`config.mk`:
```
export PLATFORM = sky130hd
export DESIGN_NAME = interval_timer_port_access_unit
export DESIGN_NICKNAME = d
export VERILOG_FILES = /design/src/rtl/itc_pkg.sv /design/src/rtl/itc_channel.sv /design/src/rtl/interval_timer_port_access_unit.sv
export SDC_FILE = /design/constraint.sdc
export NUM_CORES = 1
export LEC_CHECK = 0
export BUFFER_PORTS_ARGS = -buffer_cell sky130_fd_sc_hd__buf_4
export CORE_ASPECT_RATIO = 1.5
export CORE_MARGIN = 1
export CORE_UTILIZATION = 58
export DETAILED_ROUTE_END_ITERATION = 6
export PLACE_DENSITY = 0.75
export SYNTH_ARGS = -nofsm -noshare
export SYNTH_HDL_FRONTEND = slang
export SYNTH_SLANG_ARGS = --single-unit
```
`constraint.sdc`:
```
create_clock -name clk -period 4.9 [get_ports clk]
set_clock_uncertainty 0.2 [all_clocks]
set_input_delay 0.98 -clock clk [delete_from_list [all_inputs] [get_ports clk]]
set_output_delay 0.98 -clock clk [all_outputs]
set_load 0.01 [all_outputs]
```
`src/rtl/itc_pkg.sv`:
```
package itc_pkg;

    localparam int MAX_CHANNELS     = 3;
    localparam int NUM_CHANNELS_DEF = 3;
    localparam int COUNT_W          = 16;
    localparam int PORT_W           = 2;
    localparam int MASK_W           = 3;

    localparam logic [PORT_W-1:0] CTRL_PORT      = 2'd3;
    localparam logic [1:0]        RATE_GEN_MODE  = 2'd2;
    localparam logic [COUNT_W:0]  FULL_PERIOD    = 17'h10000;

    typedef enum logic [1:0] {
        OP_READ  = 2'd0,
        OP_WRITE = 2'd1,
        OP_TICK  = 2'd2
    } op_t;

    // read/load access mode from the control word
    typedef enum logic [1:0] {
        AM_LATCH = 2'd0,
        AM_LOW   = 2'd1,
        AM_HIGH  = 2'd2,
        AM_PAIR  = 2'd3
    } am_t;

    // how a count port write lands in the 16-bit count
    typedef enum logic [1:0] {
        LANE_NONE      = 2'd0,
        LANE_LOW_KEEP  = 2'd1,
        LANE_HIGH_KEEP = 2'd2,
        LANE_LOW_CLEAR = 2'd3
    } lane_t;

    typedef struct packed {
        logic [1:0]        opcode;
        logic [PORT_W-1:0] port;
        logic [7:0]        write_data;
    } req_word_t;

    typedef struct packed {
        logic [7:0]        read_data;
        logic [MASK_W-1:0] expired_mask;
    } rsp_word_t;

    typedef struct packed {
        logic       tick;
        logic       ctrl_wr;
        logic [2:0] ctrl_mode;
        logic       ctrl_copy;
        logic       cnt_wr;
        lane_t      lane;
        logic [7:0] data;
    } chan_cmd_t;

endpackage

```
`src/rtl/itc_channel.sv`:
```
module itc_channel
    import itc_pkg::*;
(
    input  logic               clk,
    input  logic               rst_n,
    input  chan_cmd_t          cmd,
    output logic [COUNT_W-1:0] count,
    output logic               expired
);

    logic [COUNT_W-1:0] count_reg, count_next;
    logic [COUNT_W-1:0] reload_reg, reload_next;
    logic [2:0]         mode_reg, mode_next;
    logic               started_reg, started_next;
    logic [COUNT_W-1:0] tick_cnt_reg, tick_cnt_next;
    logic [COUNT_W:0]   period_cur;
    logic [COUNT_W:0]   period_dec;
    logic               active;

    assign active = started_reg && (mode_reg[1:0] == RATE_GEN_MODE);

    // zero means load at this tick; a reload of zero is a full 65536 period
    always_comb
    begin
        if (tick_cnt_reg != '0)
            period_cur = {1'b0, tick_cnt_reg};
        else if (reload_reg == '0)
            period_cur = FULL_PERIOD;
        else
            period_cur = {1'b0, reload_reg};
        period_dec = period_cur - 17'd1;
    end

    always_comb
    begin
        count_next    = count_reg;
        reload_next   = reload_reg;
        mode_next     = mode_reg;
        started_next  = started_reg;
        tick_cnt_next = tick_cnt_reg;
        expired       = 1'b0;

        if (cmd.cnt_wr)
        begin
            unique case (cmd.lane)
                LANE_LOW_KEEP:  count_next = {count_reg[15:8], cmd.data};
                LANE_HIGH_KEEP: count_next = {cmd.data, count_reg[7:0]};
                LANE_LOW_CLEAR: count_next = {8'h00, cmd.data};
                LANE_NONE:      count_next = count_reg;
                default:        count_next = count_reg;
            endcase
            reload_next = count_next;
        end

        if (cmd.ctrl_wr)
        begin
            mode_next = cmd.ctrl_mode;
            if (cmd.ctrl_copy)
                reload_next = count_reg;
            if (!started_reg)
            begin
                started_next  = 1'b1;
                tick_cnt_next = '0;
            end
        end

        if (cmd.tick && active)
        begin
            tick_cnt_next = period_dec[COUNT_W-1:0];
            expired       = (period_dec == '0);
        end
    end

    always_ff @(posedge clk or negedge rst_n)
    begin
        if (!rst_n)
        begin
            count_reg    <= 16'hffff;
            reload_reg   <= 16'hffff;
            mode_reg     <= '0;
            started_reg  <= 1'b0;
            tick_cnt_reg <= '0;
        end
        else
        begin
            count_reg    <= count_next;
            reload_reg   <= reload_next;
            mode_reg     <= mode_next;
            started_reg  <= started_next;
            tick_cnt_reg <= tick_cnt_next;
        end
    end

    assign count = count_reg;

endmodule

```
`src/rtl/interval_timer_port_access_unit.sv`:
```
// Channel  Words         Handshake            Payload
// req      port access   req_valid/req_stall  req (opcode, port, write_data)
// rsp      result        rsp_valid/rsp_stall  rsp (read_data, expired_mask)
//
// One word per cycle sustained while rsp_stall stays low: a request is captured
// in the input register, then its single-pass update writes the timer state
// and the result register together, which raises rsp_valid.
// Reset (rst_n low, asynchronous) sets counts and reloads to 0xffff, stops
// all channels and clears the access mode and byte toggle.
// A stalled rsp holds the result register; the input register then fills and
// req_stall rises only when both stages hold a word.
module interval_timer_port_access_unit
    import itc_pkg::*;
#(
    parameter int NUM_CHANNELS = NUM_CHANNELS_DEF
)
(
    input  logic      clk,
    input  logic      rst_n,
    input  logic      req_valid,
    output logic      req_stall,
    input  req_word_t req,
    output logic      rsp_valid,
    input  logic      rsp_stall,
    output rsp_word_t rsp
);

    localparam logic [PORT_W-1:0] NUM_PORTS = PORT_W'(NUM_CHANNELS);

    // input stage
    logic      s1_valid_reg, s1_valid_next;
    req_word_t s1_reg, s1_next;

    // result stage
    logic      rsp_valid_reg, rsp_valid_next;
    rsp_word_t rsp_word_reg, rsp_word_next;

    // shared access state
    am_t       am_reg, am_next;
    logic      low_byte_next_reg, low_byte_next_next;

    logic               adv;
    logic               is_read, is_write, is_tick, is_ctrl, port_ok;
    logic [1:0]         sel;
    logic               sel_ok;
    logic [COUNT_W-1:0] sel_count;
    lane_t              lane;
    logic [7:0]         rd_byte;

    chan_cmd_t          cmd   [NUM_CHANNELS];
    logic [COUNT_W-1:0] count [NUM_CHANNELS];
    logic               expired [NUM_CHANNELS];
    logic [MASK_W-1:0]  mask;

    // advance the input word when the result register is free or draining
    assign adv       = s1_valid_reg && (!rsp_valid_reg || !rsp_stall);
    assign req_stall = s1_valid_reg && !adv;

    assign is_read  = (s1_reg.opcode == OP_READ);
    assign is_write = (s1_reg.opcode == OP_WRITE);
    assign is_tick  = (s1_reg.opcode == OP_TICK);
    assign is_ctrl  = (s1_reg.port == CTRL_PORT);
    assign port_ok  = (s1_reg.port < NUM_PORTS);
    assign sel      = s1_reg.write_data[7:6];
    assign sel_ok   = (sel < NUM_PORTS);

    // pick the addressed channel's count
    always_comb
    begin
        sel_count = '0;
        for (int c = 0; c < NUM_CHANNELS; c++)
        begin
            if (s1_reg.port == PORT_W'(c))
                sel_count = count[c];
        end
    end

    // byte lane of a read or write, following the shared toggle in pair mode
    always_comb
    begin
        unique case (am_reg)
            AM_LATCH:
            begin
                rd_byte = '0;
                lane    = LANE_NONE;
            end
            AM_LOW:
            begin
                rd_byte = sel_count[7:0];
                lane    = LANE_LOW_KEEP;
            end
            AM_HIGH:
            begin
                rd_byte = sel_count[15:8];
                lane    = LANE_HIGH_KEEP;
            end
            AM_PAIR:
            begin
                rd_byte = low_byte_next_reg ? sel_count[7:0] : sel_count[15:8];
                lane    = low_byte_next_reg ? LANE_LOW_CLEAR : LANE_HIGH_KEEP;
            end
            default:
            begin
                rd_byte = '0;
                lane    = LANE_NONE;
            end
        endcase
    end

    // per-channel commands
    always_comb
    begin
        for (int c = 0; c < NUM_CHANNELS; c++)
        begin
            cmd[c].tick      = adv && is_tick;
            cmd[c].ctrl_wr   = adv && is_write && is_ctrl && sel_ok && (sel == 2'(c));
            cmd[c].ctrl_mode = s1_reg.write_data[3:1];
            cmd[c].ctrl_copy = (am_t'(s1_reg.write_data[5:4]) == AM_LATCH);
            cmd[c].cnt_wr    = adv && is_write && !is_ctrl && (s1_reg.port == PORT_W'(c));
            cmd[c].lane      = lane;
            cmd[c].data      = s1_reg.write_data;
        end
    end

    for (genvar g = 0; g < NUM_CHANNELS; g++)
    begin : g_chan
        itc_channel u_chan (
            .clk     (clk),
            .rst_n   (rst_n),
            .cmd     (cmd[g]),
            .count   (count[g]),
            .expired (expired[g])
        );
    end

    always_comb
    begin
        mask = '0;
        for (int c = 0; c < NUM_CHANNELS; c++)
            mask[c] = expired[c];
    end

    // access mode and toggle
    always_comb
    begin
        am_next            = am_reg;
        low_byte_next_next = low_byte_next_reg;
        if (adv)
        begin
            if (is_write && is_ctrl)
            begin
                if (sel_ok)
                begin
                    am_next = am_t'(s1_reg.write_data[5:4]);
                    if (am_t'(s1_reg.write_data[5:4]) == AM_PAIR)
                        low_byte_next_next = 1'b1;
                end
            end
            else if ((is_read || is_write) && port_ok && (am_reg == AM_PAIR))
                low_byte_next_next = !low_byte_next_reg;
        end
    end

    // pipeline control: load input when not stalled, result when advancing
    always_comb
    begin
        s1_valid_next = s1_valid_reg;
        s1_next       = s1_reg;
        if (!req_stall)
        begin
            s1_valid_next = req_valid;
            s1_next       = req;
        end

        rsp_valid_next = rsp_valid_reg;
        rsp_word_next  = rsp_word_reg;
        if (adv)
        begin
            rsp_valid_next              = 1'b1;
            rsp_word_next.read_data     = (is_read && port_ok) ? rd_byte : 8'h00;
            rsp_word_next.expired_mask  = mask;
        end
        else if (!rsp_stall)
            rsp_valid_next = 1'b0;
    end

    always_ff @(posedge clk or negedge rst_n)
    begin
        if (!rst_n)
        begin
            s1_valid_reg      <= 1'b0;
            rsp_valid_reg     <= 1'b0;
            am_reg            <= AM_LATCH;
            low_byte_next_reg <= 1'b0;
        end
        else
        begin
            s1_valid_reg      <= s1_valid_next;
            rsp_valid_reg     <= rsp_valid_next;
            am_reg            <= am_next;
            low_byte_next_reg <= low_byte_next_next;
        end
    end

    // payload registers, no reset
    always_ff @(posedge clk)
    begin
        s1_reg       <= s1_next;
        rsp_word_reg <= rsp_word_next;
    end

    assign rsp_valid = rsp_valid_reg;
    assign rsp       = rsp_word_reg;

    // only ticks may flag expirations
    a_mask_only_on_tick: assert property (@(posedge clk) disable iff (!rst_n)
        (adv && !is_tick) |=> (rsp_word_reg.expired_mask == '0))
        else $error("expired mask set on a non-tick word");

    // only reads return data
    a_data_only_on_read: assert property (@(posedge clk) disable iff (!rst_n)
        (adv && !is_read) |=> (rsp_word_reg.read_data == 8'h00))
        else $error("read data on a non-read word");

    // a paired access to a valid count port flips the toggle
    a_pair_toggle: assert property (@(posedge clk) disable iff (!rst_n)
        (adv && (is_read || is_write) && !is_ctrl && port_ok && (am_reg == AM_PAIR))
        |=> (low_byte_next_reg != $past(low_byte_next_reg)))
        else $error("paired access did not flip the byte toggle");

    // a blocked input word holds until the result side frees up
    a_s1_hold: assert property (@(posedge clk) disable iff (!rst_n)
        (s1_valid_reg && !adv) |=> (s1_valid_reg && $stable(s1_reg)))
        else $error("input stage lost or changed a blocked word");

endmodule
```
-- Word-level counts from Yosys, hierarchy flattened
Cells that the tools add are included.
W data, S select, Z words.
- bits in registers: 181
- RAM bits: 0
- output and inout bits: 13
- memories kept: 0
- input bits: 16
- bits in read-only memories: 0
- bits in latches: 0
- word-level logic and storage cells: 148
- div/mod/pow operators: 0
- $add $sub $neg: 3
- muxes and demuxes: 40
- shift operators: 0
- $mul: 0
- order comparisons: 2
- bitwise operators: 0
- equal/unequal tests: 23
- reductions and logical operators: 54
- operator list (kind ; number):
    $mux W16 ; 21
    $pmux W16 S4 ; 3
    $mux W17 ; 6
    $logic_not A17 Y1 ; 3
    $sub A17 B1 Y17 const B ; 3
    $logic_not A16 Y1 ; 3
    $reduce_bool A16 Y1 ; 3
    $pmux W8 S4 ; 1
    $eq A2 B2 Y1 const B ; 12
    $logic_and A1 B1 Y1 ; 23
    $logic_not A2 Y1 ; 6
    $eq A2 B1 Y1 const B ; 5
    $mux W8 ; 1
    $ne A2 B2 Y1 const B ; 4
    $pmux W2 S4 ; 1
    $reduce_bool A2 Y1 ; 4
    $mux W1 ; 7
    $reduce_and A2 Y1 ; 3
    $logic_not A1 Y1 ; 5
    $lt A2 B2 Y1 const B ; 2
    $ne A2 B1 Y1 const B ; 2
    $reduce_and A4 Y1 ; 1
    $reduce_and A3 Y1 ; 1
    $logic_or A1 B1 Y1 ; 2

-- Longest topological paths before layout
- depth in word-level cells: 9
- gate-level depth with buffers: 15
- depth with buffers taken out: 12

-- Modules after synthesis
A second synthesis with hierarchy kept.
- cells, all modules: 1058
- area total of the unflattened synthesis: 10412.5 um^2
- by module, submodules not included (module ; seq. area each (um^2) ; area each (um^2) ; times used ; cells each):
    itc_channel (g_chan[1].u_chan ...) ; 1316.3 ; 2917.8 ; 2 ; 299
    itc_channel (g_chan[0].u_chan) ; 1316.3 ; 2997.9 ; 1 ; 325
    interval_timer_port_access_unit ; 815.8 ; 1579.0 ; 1 ; 135

-- Least setup slack after synthesis
No wires, ideal clock.
- path kind: reg2reg
- from: reg g_chan[1].u_chan.tick_cnt_reg[2]
- to: reg rsp_word_reg (netlist bit rsp[1]) (data pin)
- period minus slack after synthesis: 3.730 ns
- data arrival time: 3.354 ns
- stages on the path, launching flop included: 16
- data required time: 4.524 ns
- path slack: 1.170 ns
- library setup time: 0.176 ns
- path buffers: 3
- cells stage by stage: dfrtp_1 or4_1 buf_2 or2_1 buf_2 nor2_2 buf_2 a21oi_1 ha_1 nor3b_1 nand2_1 a2111oi_2 xnor2_1 nor4_1 nand4_1 nor4_1
- longest elaborated chain between the ends: 4
- RTL lines (item ; line ; source):
    start: declaration ; itc_channel.sv:15 ; logic [COUNT_W-1:0] tick_cnt_reg, tick_cnt_next;
    start signal: assignment ; itc_channel.sv:90 ; tick_cnt_reg <= tick_cnt_next;
    $reduce_bool A16 Y1 ; itc_channel.sv:25 ; if (tick_cnt_reg != '0)
    $mux W17 (*) ; itc_channel.sv:25 ;
    $sub A17 B1 Y17 (*) ; itc_channel.sv:31 ; period_dec = period_cur - 17'd1;
    $logic_not A17 Y1 (*) ; itc_channel.sv:70 ; expired = (period_dec == '0);
    end signal: assignment ; interval_timer_port_access_unit.sv:209 ; rsp_word_reg <= rsp_word_next;
    end: declaration ; interval_timer_port_access_unit.sv:36 ; rsp_word_t rsp_word_reg, rsp_word_next;
Every way passes the cells marked *; elsewhere a longest branch is shown, timed or not.
A chain may end at the register's enable or synchronous reset.

-- Worst setup path in the final report
Same ends and word-level chain as after synthesis.

==> results.py <==
metrics = {
    "synth": {
        "syn_avg_cell_area_um2": 9.28,
        "synth_commonest_cells": "112 x nand2_1, 108 x nor2_1, 99 x o21ai_0, 96 x dfstp_2, 93 x a21oi_1",
        "synthDistinctLibCells": 74,
        "synth_top_area_share_pct": 25.3,
        "async_flop_share_pct": 87.3,
        "synth_area_um2": 9970,
        "synth_area_leaders": "dfstp_2 25%, dfrtp_1 16%, edfxtp_1 6.9%",
        "synth_compound_gate_area_share_pct": 22.8,
        "synth.area.mux_share_pct": 5.93,
        "synth_xor_area_share_pct": 1.23,
        "yosysTopAreaCell": "dfstp_2",
        "syn-instance-count": 1074,
        "synth_top_family_by_area": "compound AO/OA/AOI/OAI gates",
        "synth_adder_area_share_pct": 0.753,
        "synth_edf_count": 23,
        "syn_nets": 1096,
        "ys_seq_area_share_pct": 47.8,
        "ys_ff_latch": 181,
        "synthFlopType": "dfstp_2",
        "synthSimpleGateAreaFrac_pct": 18.8,
        "yosysMostFrequentCell": "nand2_1",
        "ys.warnings.count": 0,
    },
    "setup_path": {
        "timing.rr.end": "rsp[1]",
        "r2r-start": "g_chan[1].u_chan.tick_cnt_reg[2]",
        "worstPathRequired_ps": 4970,
        "ff2ff_path_depth": 12,
        "worstSetupPathType": "register to register",
        "worstPathArrival_ps": 4260,
        "end_kind": "register",
        "cp_max_fo": 9,
        "start_kind": "register",
        "worst-r2r-setup-slack_ps": 700,
    },
    "clocking": {
        "clock-sinks": 181,
        "clkTransAtPathRegs_ps": 80,
        "cts_buffers": 17,
        "cts_setup_buffers": 0,
        "hold_buffers": 0,
        "clockBufferDepth": 2,
        "cts-root-buf": "clkbuf_16",
        "insertion_delay_ps": 440,
        "cts_tree": "done",
        "cts_max_level": 4,
        "cts_resized": 0,
    },
    "timing": {
        "setup_viol": 0,
        "rsz0062_at_grt": "false",
        "whs_ps": 275,
        "period_needed_ps": 4200,
        "finalMaxSlewViolations": 0,
        "fmax_mhz": 238,
        "worst_slew_pin_slew_ps": 1240,
        "final_hold_viol_count": 0,
        "timing.final.crit_share_pct": 85.7,
        "finalSetupTns_ps": 0,
        "relSlewSlack_pct": 17.5,
    },
    "global_route": {
        "grt_overflow": 0,
        "grt_max_degree": 103,
        "grt_antenna_before_repair": 0,
        "grt_use_met1_pct": 38.8,
        "grt_use_total_pct": 33.0,
        "use_met3_pct": 5.24,
        "grt_pass1_wl_mm": 44.4,
        "grtUsageMet2_pct": 55.9,
        "grt_pass1_vias": 8453,
        "grt_busiest_layer": "met2",
    },
    "placed_design": {
        "gp_congestion": 1.02,
        "place_area_um2": 10400,
        "portBuffers": 28,
        "dp_hpwl_mm": 19.8,
    },
    "floorplan": {
        "start_util_pct": 59.4,
        "dieHeight_um": 163,
        "core_area_um2": 16800,
        "ios": 29,
        "die_area_um2": 17700,
        "rows": 58,
        "fp.dieW_um": 109,
    },
    "routing": {
        "post_drt_wl_per_cell_um": 21.0,
        "dr.pass1.iters": 5,
        "vias": 8770,
        "postRouteAntennaNets": 0,
        "routed_wl_mm": 27.6,
        "drt_iter0_drc": 701,
        "drc": 0,
        "viasPerCell": 6.67,
    },
    "run": {
        "maxCapViolCount": 0,
    },
    "hold_path": {
        "hp-class": "register to register",
        "hp-start": "s1_valid_reg",
        "hold_depth": 1,
        "holdPathEnd": "rsp_valid",
    },
    "final_layout": {
        "num-fill-cells": 1362,
        "multi_input_area_um2": 4930,
        "stdcell_area_um2": 11000,
        "utilization_pct": 65.7,
        "insertedDiodeCount": 0,
        "drive_gt1_share_pct": 21.3,
        "syn2layout_area_growth_pct": 10.6,
        "nNetsFinal": 1113,
        "seq_area_um2": 4760,
    },
    "power_and_ir_drop": {
        "powerDensity_nw_per_um2": 539,
        "leakage_nw": 4.67,
        "irDropWorstVdd_mv": 0.360,
    },
    "run_status": {
        "status": "complete, no violations",
    },
}
==> final cells by class <==
cell class                      instances  share of cell area [%]
Inverter                               19                   0.647
Clock buffer                           17                    3.86
Sequential cell                       181                    43.2
Multi-Input combinational cell        824                    44.8
Tap cell                              210                    2.38
Timing Repair Buffer                   48                    3.42
Clock inverter                         15                    1.67
==> through the flow <==
step | instances | worst slack (ps) | power, mW
final | 1314 | 703 | 5.94
after global routing | 1314 | 329 | 6.26
after CTS | 1314 | 711 | 5.90
after detailed placement | 1282 | 760 | 4.49
after global placement | 1282 | 895 | 4.47
after floorplan | 1074 | 1170 | 3.84
==> cell usage in the layout (no fill, tap or decap), types with 18 or more instances in the layout <==
cell | netlist | final
inv_1 | 19 | 19
nor2_1 | 108 | 108
o21ai_0 | 99 | 99
or3_1 | 18 | 18
nand2_1 | 112 | 112
a21oi_1 | 93 | 93
buf_4 | 0 | 46
nor4_1 | 22 | 22
edfxtp_1 | 23 | 23
o22ai_1 | 26 | 26
dfstp_2 | 96 | 96
mux2i_1 | 23 | 23
dfrtp_1 | 62 | 62
a21o_1 | 29 | 29
mux2_2 | 32 | 32
nor3_1 | 29 | 29
a31oi_1 | 21 | 21
==> metal layers <==
| metal | routed length (µm) | up-vias |
|---|---|---|
| met1 | 10200 | 4233 |
| met2 | 14100 | 377 |
| li1 | - | 4052 |
| met4 | 1700 | 0 |
| met3 | 1520 | 108 |
| met5 | 0 | - |
==> kinds of logic after synthesis <==
kind of cell | Yosys count
AOI/OAI and AO/OA | 363
xor gates and xnor gates | 14
adders and majority gates | 6
buffers and inverters | 69
DFF | 181
muxes | 55
and+or+nand+nor | 386
==> where the power goes <==
| group | switching [mW] | leakage, nW | internal (mW) | total (mW) |
|---|---|---|---|---|
| Sequential | 0.392 | 2.07 | 1.96 | 2.35 |
| Combinational | 1.28 | 2.30 | 0.910 | 2.19 |
| Clock | 0.665 | 0.295 | 0.736 | 1.40 |
| Total | 2.33 | 4.67 | 3.60 | 5.94 |
==> worst max-delay path, stage by stage, from the launching register on <==
cell and delay [ps]:
dfrtp_1 430, or4_1 280, or2_1 320, nor2_2 100
a21oi_1 270, ha_1 280, nor3b_1 360, nand2_1 170
a2111oi_2 750, xnor2_1 150, nor4_1 300, nand4_1 130
nor4_1 270
==> worst max path at each step <==
stage                                           startpoint                                end  depth (start not counted)
final                     g_chan[1].u_chan.tick_cnt_reg[2]                             rsp[1]                         12
after global routing      g_chan[1].u_chan.tick_cnt_reg[2]                             rsp[1]                         12
after CTS                 g_chan[1].u_chan.tick_cnt_reg[2]                             rsp[1]                         12
after detailed placement  g_chan[1].u_chan.tick_cnt_reg[2]                             rsp[1]                         12
after global placement                           rsp_stall  g_chan[2].u_chan.tick_cnt_reg[11]                          8
after floorplan           g_chan[1].u_chan.tick_cnt_reg[2]                             rsp[1]                         15
No activity file was read; power rests on OpenSTA's default activity.
